[config.mk]
export PLATFORM = sky130hd
export DESIGN_NAME = encoder_pd_position_controller_top_flat
export DESIGN_NICKNAME = d
export VERILOG_FILES = /design/src/rtl/pdpc_pkg.sv /design/src/rtl/pdpc_stream_if.sv /design/src/rtl/encoder_pd_position_controller_top.sv /design/src/flat_wrapper.sv
export SDC_FILE = /design/constraint.sdc
export NUM_CORES = 2
export LEC_CHECK = 0
export ABC_AREA = 1
export BUFFER_PORTS_ARGS = -buffer_cell sky130_fd_sc_hd__buf_2
export CAP_MARGIN = 20
export CORE_UTILIZATION = 40
export CTS_BUF_LIST = sky130_fd_sc_hd__clkbuf_8
export CTS_CLUSTER_SIZE = 10
export DETAILED_ROUTE_END_ITERATION = 8
export PLACE_DENSITY = 0.65
export SYNTH_ARGS = -nofsm -noshare
export SYNTH_HDL_FRONTEND = slang
export SYNTH_SLANG_ARGS = --single-unit
[constraint.sdc]
create_clock -name clk_i -period 6 [get_ports clk_i]
set_clock_uncertainty 0.2 [all_clocks]
set_input_delay 0.9 -clock clk_i [delete_from_list [all_inputs] [get_ports clk_i]]
set_output_delay 0.9 -clock clk_i [all_outputs]
set_load 0.05 [all_outputs]
[src/rtl/pdpc_pkg.sv]
// ----------------------------------------------------------------------------
// PD position controller package
// Widths, register indexes, reset values and item codes shared by the block.
// ----------------------------------------------------------------------------
package pdpc_pkg;

  // fractional bits of the Q gains
  localparam int unsigned GAIN_FRAC_BITS = 16;

  localparam int unsigned POS_W      = 32;
  localparam int unsigned ERR_W      = POS_W + 1;
  localparam int unsigned DIFF_W     = ERR_W + 1;
  localparam int unsigned GAIN_W     = 16;
  localparam int unsigned LIM_W      = 8;
  localparam int unsigned PROD_P_W   = GAIN_W + 1 + ERR_W;
  localparam int unsigned PROD_D_W   = GAIN_W + 1 + DIFF_W;
  localparam int unsigned SUM_W      = PROD_D_W + 1;
  localparam int unsigned CFG_IDX_W  = 2;
  localparam int unsigned CFG_DATA_W = GAIN_W;

  typedef enum logic [CFG_IDX_W-1:0] {
    REG_KP_GAIN     = 2'd0,
    REG_KD_GAIN     = 2'd1,
    REG_DRIVE_LIMIT = 2'd2
  } reg_idx_e;

  localparam logic [GAIN_W-1:0] KP_GAIN_RST     = 16'd16266;
  localparam logic [GAIN_W-1:0] KD_GAIN_RST     = 16'd8133;
  localparam logic [LIM_W-1:0]  DRIVE_LIMIT_RST = 8'd255;

  // item kinds
  localparam logic FUNC_EDGE = 1'b0;
  localparam logic FUNC_TICK = 1'b1;

endpackage

[src/rtl/pdpc_stream_if.sv]
// ----------------------------------------------------------------------------
// PD position controller stream interfaces
// Valid/ready channels for input words and result words.
// ----------------------------------------------------------------------------
interface pdpc_in_if import pdpc_pkg::*; ();
  logic                    valid;
  logic                    ready;
  logic                    func;
  logic                    channel_b_level;
  logic signed [POS_W-1:0] target_count;

  modport source (output valid, func, channel_b_level, target_count, input ready);
  modport sink   (input valid, func, channel_b_level, target_count, output ready);
endinterface

interface pdpc_out_if import pdpc_pkg::*; ();
  logic                    valid;
  logic                    ready;
  logic                    direction;
  logic [LIM_W-1:0]        pwm_duty;
  logic signed [POS_W-1:0] position_now;
  logic signed [ERR_W-1:0] error_now;

  modport source (output valid, direction, pwm_duty, position_now, error_now, input ready);
  modport sink   (input valid, direction, pwm_duty, position_now, error_now, output ready);
endinterface

[src/rtl/encoder_pd_position_controller_top.sv]
// ----------------------------------------------------------------------------
// Encoder PD position controller
// Counts encoder edges and turns each control tick into a saturated PWM drive.
// ----------------------------------------------------------------------------
// Usage:
//   in_i carries one word per event. func = FUNC_EDGE is a rising edge on
//   encoder channel A; channel_b_level picks the count direction (high: down,
//   low: up). Edge words give no result. func = FUNC_TICK carries a target
//   position; it gives exactly one result word on out_o with direction, PWM
//   duty, the position at the tick and the position error.
//   Gains and the drive limit are written through cfg_we_i / cfg_idx_i /
//   cfg_data_i while no tick is in flight; unknown indexes are dropped.
// Pipeline and throughput:
//   An accepted tick is registered in the error stage, then in the
//   multiplier stage, then the sum/saturate stage loads the output register.
//   One word is taken every cycle, edges and ticks alike, while in_i.ready
//   is high.
// Reset:
//   rst_ni clears the position count, the previous error and all valid bits
//   and loads the default gains and drive limit.
// Stall:
//   When out_o.ready is low the result word holds and the stages behind it
//   keep filling; in_i.ready falls only once all three stages hold a tick.
// ----------------------------------------------------------------------------
module encoder_pd_position_controller_top import pdpc_pkg::*; (
  input  logic                  clk_i,
  input  logic                  rst_ni,
  input  logic                  cfg_we_i,
  input  logic [CFG_IDX_W-1:0]  cfg_idx_i,
  input  logic [CFG_DATA_W-1:0] cfg_data_i,
  pdpc_in_if.sink               in_i,
  pdpc_out_if.source            out_o
);

  // configuration
  logic [GAIN_W-1:0] kp_q;
  logic [GAIN_W-1:0] kd_q;
  logic [LIM_W-1:0]  limit_q;

  always_ff @(posedge clk_i or negedge rst_ni) begin
    if (!rst_ni) begin
      kp_q    <= KP_GAIN_RST;
      kd_q    <= KD_GAIN_RST;
      limit_q <= DRIVE_LIMIT_RST;
    end else if (cfg_we_i) begin
      case (reg_idx_e'(cfg_idx_i))
        REG_KP_GAIN:     kp_q    <= cfg_data_i;
        REG_KD_GAIN:     kd_q    <= cfg_data_i;
        REG_DRIVE_LIMIT: limit_q <= cfg_data_i[LIM_W-1:0];
        default: ;
      endcase
    end
  end

  // handshake: each stage moves when the next one has room
  logic v1_q, v2_q, out_valid_q;
  logic rdy1, rdy2, rdy3;
  logic in_accept, tick_acc, edge_acc;

  assign rdy3      = !out_valid_q || out_o.ready;
  assign rdy2      = !v2_q || rdy3;
  assign rdy1      = !v1_q || rdy2;
  assign in_i.ready = rdy1;

  assign in_accept = in_i.valid && rdy1;
  assign tick_acc  = in_accept && (in_i.func == FUNC_TICK);
  assign edge_acc  = in_accept && (in_i.func == FUNC_EDGE);

  // position count and previous error
  logic signed [POS_W-1:0] pos_q;
  logic signed [ERR_W-1:0] prev_err_q;
  logic signed [ERR_W-1:0] err_d;
  logic signed [DIFF_W-1:0] diff_d;

  // error against the count as it stands before this cycle's update
  assign err_d  = ERR_W'(in_i.target_count) - ERR_W'(pos_q);
  assign diff_d = DIFF_W'(err_d) - DIFF_W'(prev_err_q);

  always_ff @(posedge clk_i or negedge rst_ni) begin
    if (!rst_ni) begin
      pos_q      <= '0;
      prev_err_q <= '0;
    end else begin
      if (edge_acc) begin
        // down on channel B high, up on low; wrap on overflow
        pos_q <= in_i.channel_b_level ? pos_q - POS_W'(1) : pos_q + POS_W'(1);
      end
      if (tick_acc) begin
        prev_err_q <= err_d;
      end
    end
  end

  // stage 1: error and error change
  logic signed [POS_W-1:0]  pos1_q;
  logic signed [ERR_W-1:0]  err1_q;
  logic signed [DIFF_W-1:0] diff1_q;

  // stage 2: gain products
  logic signed [POS_W-1:0]    pos2_q;
  logic signed [ERR_W-1:0]    err2_q;
  logic signed [PROD_P_W-1:0] prodp_q;
  logic signed [PROD_D_W-1:0] prodd_q;

  always_ff @(posedge clk_i or negedge rst_ni) begin
    if (!rst_ni) begin
      v1_q <= 1'b0;
      v2_q <= 1'b0;
    end else begin
      if (rdy1) begin
        v1_q <= tick_acc;
      end
      if (rdy2) begin
        v2_q <= v1_q;
      end
    end
  end

  always_ff @(posedge clk_i) begin
    if (tick_acc) begin
      pos1_q  <= pos_q;
      err1_q  <= err_d;
      diff1_q <= diff_d;
    end
    if (rdy2 && v1_q) begin
      pos2_q  <= pos1_q;
      err2_q  <= err1_q;
      prodp_q <= $signed({1'b0, kp_q}) * err1_q;
      prodd_q <= $signed({1'b0, kd_q}) * diff1_q;
    end
  end

  // stage 3: sum, magnitude, scale and saturate
  logic signed [SUM_W-1:0] sum_c;
  logic                    neg_c;
  logic [SUM_W-1:0]        mag_c;
  logic [SUM_W-1:0]        mag_sh_c;
  logic [LIM_W-1:0]        duty_c;
  logic                    dir_c;

  always_comb begin
    sum_c    = SUM_W'(prodp_q) + SUM_W'(prodd_q);
    neg_c    = sum_c[SUM_W-1];
    // magnitude then shift gives rounding toward zero
    mag_c    = neg_c ? SUM_W'(-sum_c) : SUM_W'(sum_c);
    mag_sh_c = mag_c >> GAIN_FRAC_BITS;
    duty_c   = (mag_sh_c > SUM_W'(limit_q)) ? limit_q : mag_sh_c[LIM_W-1:0];
    // a drive that ends at zero points forward
    dir_c    = neg_c && (duty_c != '0);
  end

  logic                    dir_q;
  logic [LIM_W-1:0]        duty_q;
  logic signed [POS_W-1:0] pos3_q;
  logic signed [ERR_W-1:0] err3_q;

  always_ff @(posedge clk_i or negedge rst_ni) begin
    if (!rst_ni) begin
      out_valid_q <= 1'b0;
    end else if (rdy3) begin
      out_valid_q <= v2_q;
    end
  end

  always_ff @(posedge clk_i) begin
    if (rdy3 && v2_q) begin
      dir_q  <= dir_c;
      duty_q <= duty_c;
      pos3_q <= pos2_q;
      err3_q <= err2_q;
    end
  end

  assign out_o.valid        = out_valid_q;
  assign out_o.direction    = dir_q;
  assign out_o.pwm_duty     = duty_q;
  assign out_o.position_now = pos3_q;
  assign out_o.error_now    = err3_q;

  // checks
  a_edge_up: assert property (@(posedge clk_i) disable iff (!rst_ni)
    edge_acc && !in_i.channel_b_level |=> pos_q == $past(pos_q) + POS_W'(1))
    else $error("position did not advance on an up edge");

  a_prev_err: assert property (@(posedge clk_i) disable iff (!rst_ni)
    tick_acc |=> prev_err_q == err1_q)
    else $error("previous error out of step with stage 1");

  a_duty_limit: assert property (@(posedge clk_i) disable iff (!rst_ni)
    out_valid_q |-> duty_q <= limit_q)
    else $error("duty above drive limit");

  a_dir_zero: assert property (@(posedge clk_i) disable iff (!rst_ni)
    out_valid_q && dir_q |-> duty_q != '0)
    else $error("negative direction with zero duty");

  a_full_stall: assert property (@(posedge clk_i) disable iff (!rst_ni)
    !rdy1 |-> v1_q && v2_q && out_valid_q && !out_o.ready)
    else $error("input stalled with room in the pipeline");

endmodule

[src/flat_wrapper.sv]
// flat-port wrapper written by rule: the top's interface ports become plain ports
module encoder_pd_position_controller_top_flat import pdpc_pkg::*;
  (clk_i, rst_ni, cfg_we_i, cfg_idx_i, cfg_data_i, in_i_valid, in_i_func, in_i_channel_b_level, in_i_target_count, in_i_ready, out_o_valid, out_o_direction, out_o_pwm_duty, out_o_position_now, out_o_error_now, out_o_ready);
  pdpc_in_if in_i_i ();
  pdpc_out_if out_o_i ();
  input  logic clk_i;
  input  logic rst_ni;
  input  logic cfg_we_i;
  input  logic [CFG_IDX_W-1:0] cfg_idx_i;
  input  logic [CFG_DATA_W-1:0] cfg_data_i;
  input wire logic [$bits(in_i_i.valid)-1:0] in_i_valid;
  input wire logic [$bits(in_i_i.func)-1:0] in_i_func;
  input wire logic [$bits(in_i_i.channel_b_level)-1:0] in_i_channel_b_level;
  input wire logic [$bits(in_i_i.target_count)-1:0] in_i_target_count;
  output wire logic [$bits(in_i_i.ready)-1:0] in_i_ready;
  output wire logic [$bits(out_o_i.valid)-1:0] out_o_valid;
  output wire logic [$bits(out_o_i.direction)-1:0] out_o_direction;
  output wire logic [$bits(out_o_i.pwm_duty)-1:0] out_o_pwm_duty;
  output wire logic [$bits(out_o_i.position_now)-1:0] out_o_position_now;
  output wire logic [$bits(out_o_i.error_now)-1:0] out_o_error_now;
  input wire logic [$bits(out_o_i.ready)-1:0] out_o_ready;
  assign in_i_i.valid = in_i_valid;
  assign in_i_i.func = in_i_func;
  assign in_i_i.channel_b_level = in_i_channel_b_level;
  assign in_i_i.target_count = in_i_target_count;
  assign in_i_ready = in_i_i.ready;
  assign out_o_valid = out_o_i.valid;
  assign out_o_direction = out_o_i.direction;
  assign out_o_pwm_duty = out_o_i.pwm_duty;
  assign out_o_position_now = out_o_i.position_now;
  assign out_o_error_now = out_o_i.error_now;
  assign out_o_i.ready = out_o_ready;
  encoder_pd_position_controller_top u_core (.clk_i(clk_i), .rst_ni(rst_ni), .cfg_we_i(cfg_we_i), .cfg_idx_i(cfg_idx_i), .cfg_data_i(cfg_data_i), .in_i(in_i_i), .out_o(out_o_i));
endmodule
==> metrics.txt <==
# TYPE chip_impl_metric gauge
chip_impl_info{name="run_status",value="complete, but fails checks"} 1
chip_impl_info{name="failed_checks",value="setup timing"} 1
chip_impl_info{name="setup.worst_path.start",value="u_core.kd_q[2]"} 1
chip_impl_metric{name="groute.layer.met1.usage",unit="%"} 31.1
chip_impl_metric{name="globalRoute.totalOverflow",unit=""} 0
chip_impl_metric{name="upper_clock_frequency_limit",unit="MHz"} 155
chip_impl_metric{name="die_x",unit="µm"} 400
chip_impl_metric{name="drc",unit=""} 0
chip_impl_metric{name="cts_max_level",unit=""} 3
chip_impl_metric{name="floorplan.io_pins",unit=""} 133
chip_impl_metric{name="via_per_inst",unit=""} 4.91
chip_impl_metric{name="rows",unit=""} 145
chip_impl_metric{name="yosys_register_bits",unit=""} 447
chip_impl_metric{name="dr.first_iter.drc_count",unit=""} 3510
chip_impl_info{name="critical_path.endpoint_type",value="flop"} 1
chip_impl_metric{name="synthesis.instances",unit=""} 7742
chip_impl_metric{name="period_share",unit="%"} 107
chip_impl_info{name="timing.critical_path.slowest_stage_cell",value="dfstp_2"} 1
chip_impl_metric{name="worst_ep_required_time",unit="ns"} 6.32
chip_impl_metric{name="grt_pass1_vias",unit=""} 54100
chip_impl_metric{name="clockBufferDepth",unit=""} 3
chip_impl_metric{name="critical_path.max_fanout",unit=""} 7
chip_impl_info{name="r2r_start",value="u_core.kd_q[2]"} 1
chip_impl_metric{name="largest_net_degree_at_the_start_of_global_routing",unit=""} 82
chip_impl_metric{name="slew_viol_final",unit=""} 0
chip_impl_metric{name="synth.net_count",unit=""} 9217
chip_impl_metric{name="synth_simple_gate_area_share",unit="%"} 17.7
chip_impl_metric{name="cts_made_buffers",unit=""} 83
chip_impl_metric{name="fp.coreArea",unit="mm²"} 0.157
chip_impl_metric{name="dp_slack",unit="ns"} -0.528
chip_impl_metric{name="routed_wire_length_per_instance",unit="µm"} 18.0
chip_impl_info{name="start_kind",value="flop"} 1
chip_impl_metric{name="yosysUniqueCellTypes",unit=""} 51
chip_impl_info{name="most_numerous_cell_on_the_critical_path",value="fa_1"} 1
chip_impl_metric{name="synth_compound_area_share",unit="%"} 4.96
chip_impl_metric{name="final_period_minus_worst_setup_slack",unit="ns"} 6.43
chip_impl_metric{name="first_pass_iters",unit=""} 6
chip_impl_metric{name="timing.critical_path.arrival",unit="ns"} 6.75
chip_impl_info{name="hold_path.class",value="in2async"} 1
chip_impl_metric{name="layout-drive-gt1-share",unit="%"} 18.3
chip_impl_metric{name="port-buffer-count",unit=""} 132
chip_impl_metric{name="clock_insertion_delay_worst_skew",unit="ns"} 0.79
chip_impl_metric{name="synthToLayoutAreaGrowth",unit="%"} 21.1
chip_impl_metric{name="setup_violations",unit=""} 46
chip_impl_metric{name="grt_first_pass_wirelength",unit="µm"} 295000
chip_impl_metric{name="clock_sink_count",unit=""} 447
chip_impl_metric{name="seq_area_frac_synth",unit="%"} 20.4
chip_impl_metric{name="tightestPinTransition",unit="ns"} 1.03
chip_impl_metric{name="synthAdderAreaFrac",unit="%"} 40.1
chip_impl_metric{name="synth_xor_xnor_area_share",unit="%"} 2.85
chip_impl_metric{name="hold_buffers",unit=""} 0
chip_impl_info{name="crit_path_cell_trace",value="buf_6 -> buf_12 -> buf_12 -> nand2_1 -> fa_1 -> inv_1 -> fa_1 -> inv_1 -> fa_1 -> fa_1 -> fa_1 -> inv_1 -> fa_1 -> ha_4 -> buf_4 -> nand2_1 -> inv_1 -> a21oi_4 -> o21ai_2 -> a31oi_4 -> inv_2 -> a31oi_4 -> xnor2_2"} 1
chip_impl_metric{name="use_met3",unit="%"} 3.69
chip_impl_metric{name="asyncSetResetFlopFracSynth",unit="%"} 24.2
chip_impl_info{name="grt-busiest-layer",value="met2"} 1
chip_impl_info{name="tritoncts",value="built"} 1
chip_impl_info{name="worst-setup-path-type",value="reg2reg"} 1
chip_impl_info{name="most_frequent_cells_in_the_layout",value="nand2_1 (2042), inv_1 (2005), fa_1 (990), buf_4 (577), edfxtp_1 (339)"} 1
chip_impl_metric{name="detailedPlacementHpwl",unit="µm"} 153000
chip_impl_info{name="layout.cells.most_common",value="nand2_1"} 1
chip_impl_info{name="synth_top_area_cell",value="fa_1"} 1
chip_impl_metric{name="yosysWarnings",unit=""} 0
chip_impl_metric{name="grt_usage",unit="%"} 23.7
chip_impl_metric{name="synth_top_cell_area_share",unit="%"} 32.3
chip_impl_metric{name="count_of_nets_after_finishing",unit=""} 9885
chip_impl_metric{name="average_cell_area_after_synthesis",unit="µm²"} 8.19
chip_impl_metric{name="vias",unit=""} 51800
chip_impl_info{name="synth.area.top_cells",value="fa_1 (32%), edfxtp_1 (16%), nand2_1 (13%)"} 1
chip_impl_metric{name="critical-path-max-stage-delay",unit="ns"} 0.63
chip_impl_metric{name="slew_headroom",unit="%"} 31.4
chip_impl_info{name="synth_top_family_by_area",value="adder cells"} 1
chip_impl_metric{name="initial_core_util",unit="%"} 40.4
chip_impl_metric{name="design.die.area",unit="mm²"} 0.160
chip_impl_metric{name="cap_viol_max_count",unit=""} 0
chip_impl_info{name="rsz0062_at_grt",value="yes"} 1
chip_impl_metric{name="syn-cell-area",unit="mm²"} 0.0634
chip_impl_metric{name="initial_antenna_violation_count",unit=""} 12
chip_impl_metric{name="gp_routability_congestion",unit=""} 0.972
chip_impl_metric{name="dp.cells",unit=""} 10300
chip_impl_info{name="synthFlopType",value="edfxtp_1"} 1
chip_impl_metric{name="ant_nets",unit=""} 0
chip_impl_metric{name="synth-edff-count",unit=""} 339
chip_impl_metric{name="finalWirelength",unit="µm"} 189000
chip_impl_metric{name="met2_track_usage_gr",unit="%"} 39.0
chip_impl_metric{name="synthMuxAreaShare",unit="%"} 0
chip_impl_metric{name="final-hold-violation-count",unit=""} 0
chip_impl_metric{name="clkTransAtPathRegs",unit="ns"} 0.07
chip_impl_metric{name="number_of_non_filler_instances_in_the_completed_layout",unit=""} 10500
chip_impl_metric{name="reg2reg_setup_slack",unit="ns"} -0.43
chip_impl_metric{name="die_height",unit="µm"} 400
chip_impl_metric{name="setup_slack",unit="ns"} -0.434
chip_impl_info{name="ctsRootBufferMaster",value="clkbuf_8"} 1
synthesized netlist by cell type (2+ instances only):
cell type	count
nand2_4	8
nand3_1	162
a21oi_2	4
nor2_2	26
xor2_1	134
a211oi_1	5
o21ai_1	8
nor3_1	20
a21oi_1	249
buf_6	3
dfrtp_1	82
inv_2	13
o211ai_1	7
o221ai_1	7
a21boi_0	11
nand4_1	58
nor2_1	267
o21a_1	22
ha_1	394
dfstp_2	26
buf_1	2
o21ai_0	167
a31oi_1	42
a21o_1	7
fa_1	1024
nand2_1	2125
nand3_2	23
o31ai_1	14
o21bai_1	12
xnor2_1	72
nor2_4	10
nor3_2	2
o22ai_1	4
inv_1	2047
nand2_2	43
clkbuf_1	282
edfxtp_1	339
nand3b_1	8
final cells by class:
class	instances	area, µm²
diodes	5	12.5
clock buffers	88	1210
clock inverters	67	601
fillers	14700	80000
inverters	2062	7750
multi-input cells	4944	43900
flip-flops and latches	447	12900
well taps	2058	2570
repair buffers	872	7750
path summary, 6_finish.rpt:
kind / endpoint / cells past startpoint
setup reg to reg: u_core.prodd_q[46] / 23
setup / recovery: u_core.prodd_q[46] / 23
hold reg to reg: u_core.pos2_q[21] / 0
min in group clk_i: u_core.pos2_q[21] / 0
hold / removal: u_core.pos_q[14] / 1
max in group asynchronous: u_core.kd_q[4] / 2
registers in the layout (all words and copies together), names as in the netlist:
| register | cells |
|---|---|
| u_core.out_o.valid | 1 |
| u_core.pos1_q | 32 |
| u_core.v2_q | 1 |
| u_core.out_o.error_now | 33 |
| u_core.err2_q | 33 |
| u_core.pos_q | 32 |
| u_core.prodp_q | 50 |
| u_core.err1_q | 33 |
| u_core.diff1_q | 34 |
| u_core.out_o.pwm_duty | 8 |
| u_core.out_o.position_now | 32 |
| u_core.kp_q | 16 |
| u_core.out_o.direction | 1 |
| u_core.prev_err_q | 33 |
| u_core.kd_q | 16 |
| u_core.pos2_q | 32 |
| u_core.v1_q | 1 |
| u_core.limit_q | 8 |
| u_core.prodd_q | 51 |
per-layer routing:
layer,wire [µm],vias up
met2,88500,1645
met5,59,-
li1,-,24100
met3,12400,388
met1,80200,25600
met4,8290,10
cells by family (layout without fill, tap and decap cells):
group | after synthesis | after routing
and+or+nand+nor | 2756 | 2756
AOI/OAI and AO/OA | 564 | 564
xor gates and xnor gates | 206 | 206
buffers and inverters | 2351 | 3089
adders and majority gates | 1418 | 1418
DFF | 447 | 447
other | 0 | 5
critical path, delay by kind of cell (launching register included):
kind | cells | cell delay [ns]
AO/OA/AOI/OAI | 4 | 0.72
AND/OR/NAND/NOR | 2 | 0.17
XOR/XNOR | 1 | 0.08
buffers and inverters | 9 | 0.91
flip-flops | 1 | 0.63
adder cells (fa/ha/maj) | 7 | 3.44
repair_timing:
item	4_1_cts	5_1_grt
gates cloned	4	6
buffers inserted	71	64
resized for setup	238	272
hold endpoints to repair	0	0
pin swaps	127	191
endpoints found under the setup margin	47	56
per-stage QoR:
stage	cell area (µm²)	hold WS [ns]	utilization, %	TNS [ns]
floorplan	63900	0.200	-	-1.09
global placement	71500	0.203	45.6	-10.08
detailed placement	71500	0.205	45.6	-12.17
CTS	75200	0.0281	47.9	-9.74
global route	76700	0.0865	49.0	-23.02
finish	76800	0.0353	49.0	-11.88
Power is left out: the tool's default activity adds up to more than one toggle a clock period on the data nets, which glitch-free logic cannot reach.
